==> config.mk <==
export PLATFORM = sky130hd
export DESIGN_NAME = tam_mul
export DESIGN_NICKNAME = d
export VERILOG_FILES = /design/src/design/tam_pkg.sv /design/src/design/tam_mul.sv
export SDC_FILE = /design/constraint.sdc
export NUM_CORES = 2
export LEC_CHECK = 0
export BUFFER_PORTS_ARGS = -buffer_cell sky130_fd_sc_hd__buf_2
export CELL_PAD_IN_SITES_DETAIL_PLACEMENT = 0
export CELL_PAD_IN_SITES_GLOBAL_PLACEMENT = 1
export CORE_ASPECT_RATIO = 0.75
export CORE_MARGIN = 1
export CORE_UTILIZATION = 47
export DETAILED_ROUTE_END_ITERATION = 10
export PLACE_DENSITY = 0.82
export SYNTH_ARGS = -nofsm -noshare
export SYNTH_HDL_FRONTEND = slang
export SYNTH_SLANG_ARGS = --single-unit
export TNS_END_PERCENT = 1
==> constraint.sdc <==
create_clock -name clk -period 6.3 [get_ports clk]
set_clock_uncertainty 0.05 [all_clocks]
set_input_delay 0 -clock clk [delete_from_list [all_inputs] [get_ports clk]]
set_output_delay 0 -clock clk [all_outputs]
set_load 0.01 [all_outputs]
==> src/design/tam_pkg.sv <==
// Package: shared types and constants for the triangle aspect mean unit.
`timescale 1ns / 1ps
`default_nettype none
package tam_pkg;
  localparam int COORD_W  = 24;
  localparam int THRESH_W = 48;
  localparam int ASPECT_W = 32;
  localparam int COUNT_W  = 21;
  localparam int DIFF_W   = 25;   // corner difference
  localparam int EDGE_W   = 52;   // squared edge, sum of three
  localparam int CROSS_W  = 50;   // cross product component
  localparam int NSQ_W    = 102;  // squared cross length
  localparam int LEN_W    = 51;   // floor sqrt of NSQ
  localparam logic [ASPECT_W-1:0] ASPECT_MAX = '1;

  localparam logic [1:0] REG_AREA_THRESHOLD = 2'd0;

  // Sequencer states, one-hot.
  typedef enum logic [8:0] {
    ST_IDLE  = 9'b000000001,
    ST_DIFF  = 9'b000000010,
    ST_MUL   = 9'b000000100,
    ST_SQRT  = 9'b000001000,
    ST_ADIV  = 9'b000010000,
    ST_ACC   = 9'b000100000,
    ST_MDIV  = 9'b001000000,
    ST_OUT   = 9'b010000000,
    ST_HOLD  = 9'b100000000
  } state_t;

  typedef struct packed {
    logic [COORD_W-1:0] ax, ay, az, bx, by_coord, bz, cx, cy, cz;
    logic               face_valid;
    logic               last_face;
  } tri_t;

  typedef struct packed {
    logic [ASPECT_W-1:0] mean_aspect;
    logic [COUNT_W-1:0]  counted_faces;
  } res_t;
endpackage
`default_nettype wire

==> src/design/tam_mul.sv <==
// Shared 26x26 signed multiplier with a registered product.
`timescale 1ns / 1ps
`default_nettype none
module tam_mul
  import tam_pkg::*;
(
  input  wire logic               clk,
  input  wire logic signed [25:0] a,
  input  wire logic signed [25:0] b,
  output logic signed [51:0]      p_r
);
  always_ff @(posedge clk) begin
    p_r <= a * b;
  end
endmodule
`default_nettype wire

# --- Yosys cells after proc, flatten, opt, wreduce, memory -nomap -nowiden ---
# Cells that the tools add are included.
word_totals:
  reg_bits: 52
  word_cells: 2
  latch_bits: 0
  ram_bits: 0
  rom_bits: 0
  mem_count: 0
  out_inout_bits: 52
  inputBits: 53
classes:
  n_eq_ne: 0
  reduce_logical: 0
  shifts: 0
  n_mul: 1
  bitwise: 0
  div: 0
  n_addsub: 0
  n_mux: 0
  magnitude_cmp: 0
ops:
  columns: ["operator", "count"]
  rows:
  - ["$mul A26 B26 Y52", 1]

# --- Longest topological paths before layout ---
logic_depth:
  word_depth: 1
  depth_mapped: 26
  depth_no_buf: 24

# --- Worst setup path after synthesis ---
# Ideal clock, no wire load.
synth_path:
  kind: "input to register"
  startpoint: "in a[25]"
  endpoint: "reg p_r[44]"
  path_stages: 22
  setup_time_ns: 0.072
  t_arrival_ns: 6.354
  n_path_buf: 1
  slack_ns: -0.176
  required_time_ns: 6.178
  path_cell_list: "clkbuf_1 nand2_1 inv_1 fa_1 fa_1 inv_1 fa_1 inv_1 fa_1 fa_1 fa_1 inv_1 fa_1 inv_1 ha_1 nand2_1 or4_1 or4_1 o211ai_1 a21oi_2 o21ai_1 xor2_1"
synth_via:
  elab_chain_len: 1
synth_rtl:
  columns: ["item", "line", "rtl"]
  rows:
  - ["from (decl)", "tam_mul.sv:8", "input wire logic signed [25:0] a,"]
  - ["$mul A26 B26 Y52", "tam_mul.sv:13", "p_r <= a * b;"]
  - ["to (signal assigned)", "tam_mul.sv:13", null]
  - ["to (decl)", "tam_mul.sv:10", "output logic signed [51:0] p_r"]
# No other way between the ends.

# --- Worst setup path after layout ---
layout_path:
  startpoint: "in a[16]"
  endpoint: "reg p_r[44]"
# Same word-level chain as after synthesis.

==> metrics.txt <==
share of cells above drive strength 1=0.1537; Slew headroom=0.6774; mapped cell area=25620 µm²; worst setup path start=a[16]; DP Wirelength=63.35 mm; asr flop ratio synth=0; critical-path maximum fanout=15; floorplan row count=73; synth unique cells=54; Non-Filler Instances=3731; Top FF cell, synth=dfxtp_1; worst slew pin tran=481.8 ps; Worst-path clk slew=80 ps; GP Congestion=0.9279; Clock Tree Buf Depth=2; Layout Nets=3927; initial drt markers=1531; final WL=70.71 mm; die width=271.6 µm; f_max=0.1614 GHz; Die H=204.2 µm; CP Capture Type=register; placed cell count=3717; Tmin final=6194 ps; final clock period utilization by the worst path=0.9832; port buffer count=104; # IOs=105; Antenna diodes=0; DRT Pass-1 Iters=5; Syn Nets=3672; TritonCTS Buffers=5; WP data required=6480 ps; HP Start=a[0]; # DRC=0; antenna violations before repair=1; Remaining Overflow, GRT=0; Syn. warnings=0; Total GRT Usage=0.2748; syn avg cell area=9.271 µm²; CTS sink cnt=52; area grow syn2layout=14.62%; Largest Register=p_r; Final Hold Viols=0; pin count of the biggest net entering global routing=27; root buffer cell=clkbuf_16; unrepaired setup endpoints after global routing=true; kind of critical path=input pin to register; Die ar.=55450 µm²; htree depth=2; Routed Antenna Nets=0; max FFs per register=52; filler instances=4808; Post-Syn Instances=2763; number of global-route vias before repair=20680; Arr. time, crit path=6380 ps; outcome=finished, final reports clean; sequential area share after synthesis=0.04064; effective utilization at floorplan=0.4794; Worst Hold Class=input pin to register; Final Max Slew Viols=0; Top Registers=p_r x52; number of synthesized flops with an enable pin=0; CTS tree=done; vias post-DR=18960; first-pass GRT wire length=117.1 mm; Finish-stage setup viols=0; TNS Setup=0 ps; vias per cell=5.080; critical path startpoint category=input pin; Routed WL per cell=18.95 µm; MaxCap Viol Count=0; Yosys reg bits=52; Core Footprint=53430 µm²
[cell families after synthesis]
family	after synthesis	synth area share
XOR/XNOR	57	0.01949
AO/OA/AOI/OAI	160	0.04166
adder cells (fa/ha/maj)	856	0.6262
flip-flops	52	0.04064
AND/OR/NAND/NOR	778	0.1460
buffers and inverters	860	0.1261
[metal layers]
metal  track usage  part of all wire
met3       0.06614             0.096
met2        0.3789              0.40
met1        0.4393              0.48
met5             0                 0
met4       0.04314             0.015
[metrics by stage]
step	utilization	cell area, µm²	hold WS [ps]	setup slack [ps]
floorplan	-	25630	77.29	3.860
global placement	0.5382	28760	344.5	-537.1
detailed placement	0.5382	28760	342.5	-577.5
CTS	0.5421	28970	212.5	-19.66
global route	0.5495	29360	217.9	-42.35
finish	0.5495	29360	224.2	105.6
[timing repair]
action,4_1_cts,5_1_grt
cloned,0,0
gates resized for setup,24,106
endpoints found under the setup margin,10,20
hold buffers,0,0
pin swaps,14,43
setup buffers,0,7
[cell type report]
type,instances,area (µm²),share of cell area
tap,712,890.9,0.03034
multi-input combinational,1851,21620,0.7364
timing repair buffer,371,2888,0.09835
clock buffer,5,125.1,0.004261
inverter,737,2766,0.09421
clock inverter,3,28.78,0.0009801
sequential,52,1041,0.03545
[synthesized netlist by cell type, types with 2 or more instances]
cell | instances | share of area
inv_1 | 737 | 0.11
fa_1 | 710 | 0.55
nand2_1 | 398 | 0.058
and2_1 | 281 | 0.069
ha_1 | 146 | 0.071
clkbuf_1 | 122 | 0.018
a21oi_1 | 55 | 0.011
dfxtp_1 | 52 | 0.041
nor2_1 | 50 | 0.0073
xnor2_1 | 46 | 0.016
o21ai_0 | 25 | 0.0049
a21o_1 | 18 | 0.0053
nand3_1 | 11 | 0.0021
nand4_1 | 11 | 0.0027
xor2_1 | 11 | 0.0038
a211oi_1 | 8 | 0.0023
o21bai_1 | 8 | 0.0023
nand2b_1 | 7 | 0.0017
o211ai_1 | 7 | 0.0021
a31oi_1 | 4 | 0.00098
nor3_1 | 4 | 0.00078
o21a_1 | 4 | 0.0012
o2111ai_1 | 3 | 0.0010
or2_2 | 3 | 0.00073
or3_1 | 3 | 0.00073
or4_1 | 3 | 0.00088
a21o_2 | 2 | 0.00068
a21oi_2 | 2 | 0.00068
a221o_1 | 2 | 0.00078
a221oi_1 | 2 | 0.00068
nor2b_1 | 2 | 0.00049
o211ai_2 | 2 | 0.00098
o22ai_1 | 2 | 0.00049
o311ai_0 | 2 | 0.00068
[worst paths after layout]
kind,to,slack [ps],cells after the start
min,p_r[0],220,3
max,p_r[44],110,22
[cell usage in the layout (no fill, tap or decap), drive strengths merged, types with 7 or more instances in the layout]
| master | count |
|---|---|
| nand2 | 398 |
| nor2 | 50 |
| nand4 | 11 |
| xor2 | 11 |
| o211ai | 9 |
| o21ai | 26 |
| ha | 146 |
| and2 | 282 |
| a211oi | 9 |
| fa | 710 |
| inv | 740 |
| xnor2 | 46 |
| nand2b | 7 |
| a21o | 20 |
| clkbuf | 15 |
| nand3 | 11 |
| a21oi | 57 |
| buf | 361 |
| o21bai | 8 |
| dfxtp | 52 |
[critical path, stage by stage]
cell and delay [ps]:
buf_4 160, buf_12 160, and2_1 170, fa_1 490, inv_1 60, fa_1 470
inv_1 50, fa_1 510, fa_2 630, fa_2 470, fa_1 530, inv_1 70
fa_1 520, inv_2 50, ha_4 270, inv_1 60, or4_4 540, or4_4 420
o211ai_1 290, a21oi_2 130, o21ai_1 150, xor2_1 160
Power is left out: the tool's default activity adds up to more than one toggle a clock period on the data nets, which glitch-free logic cannot reach.
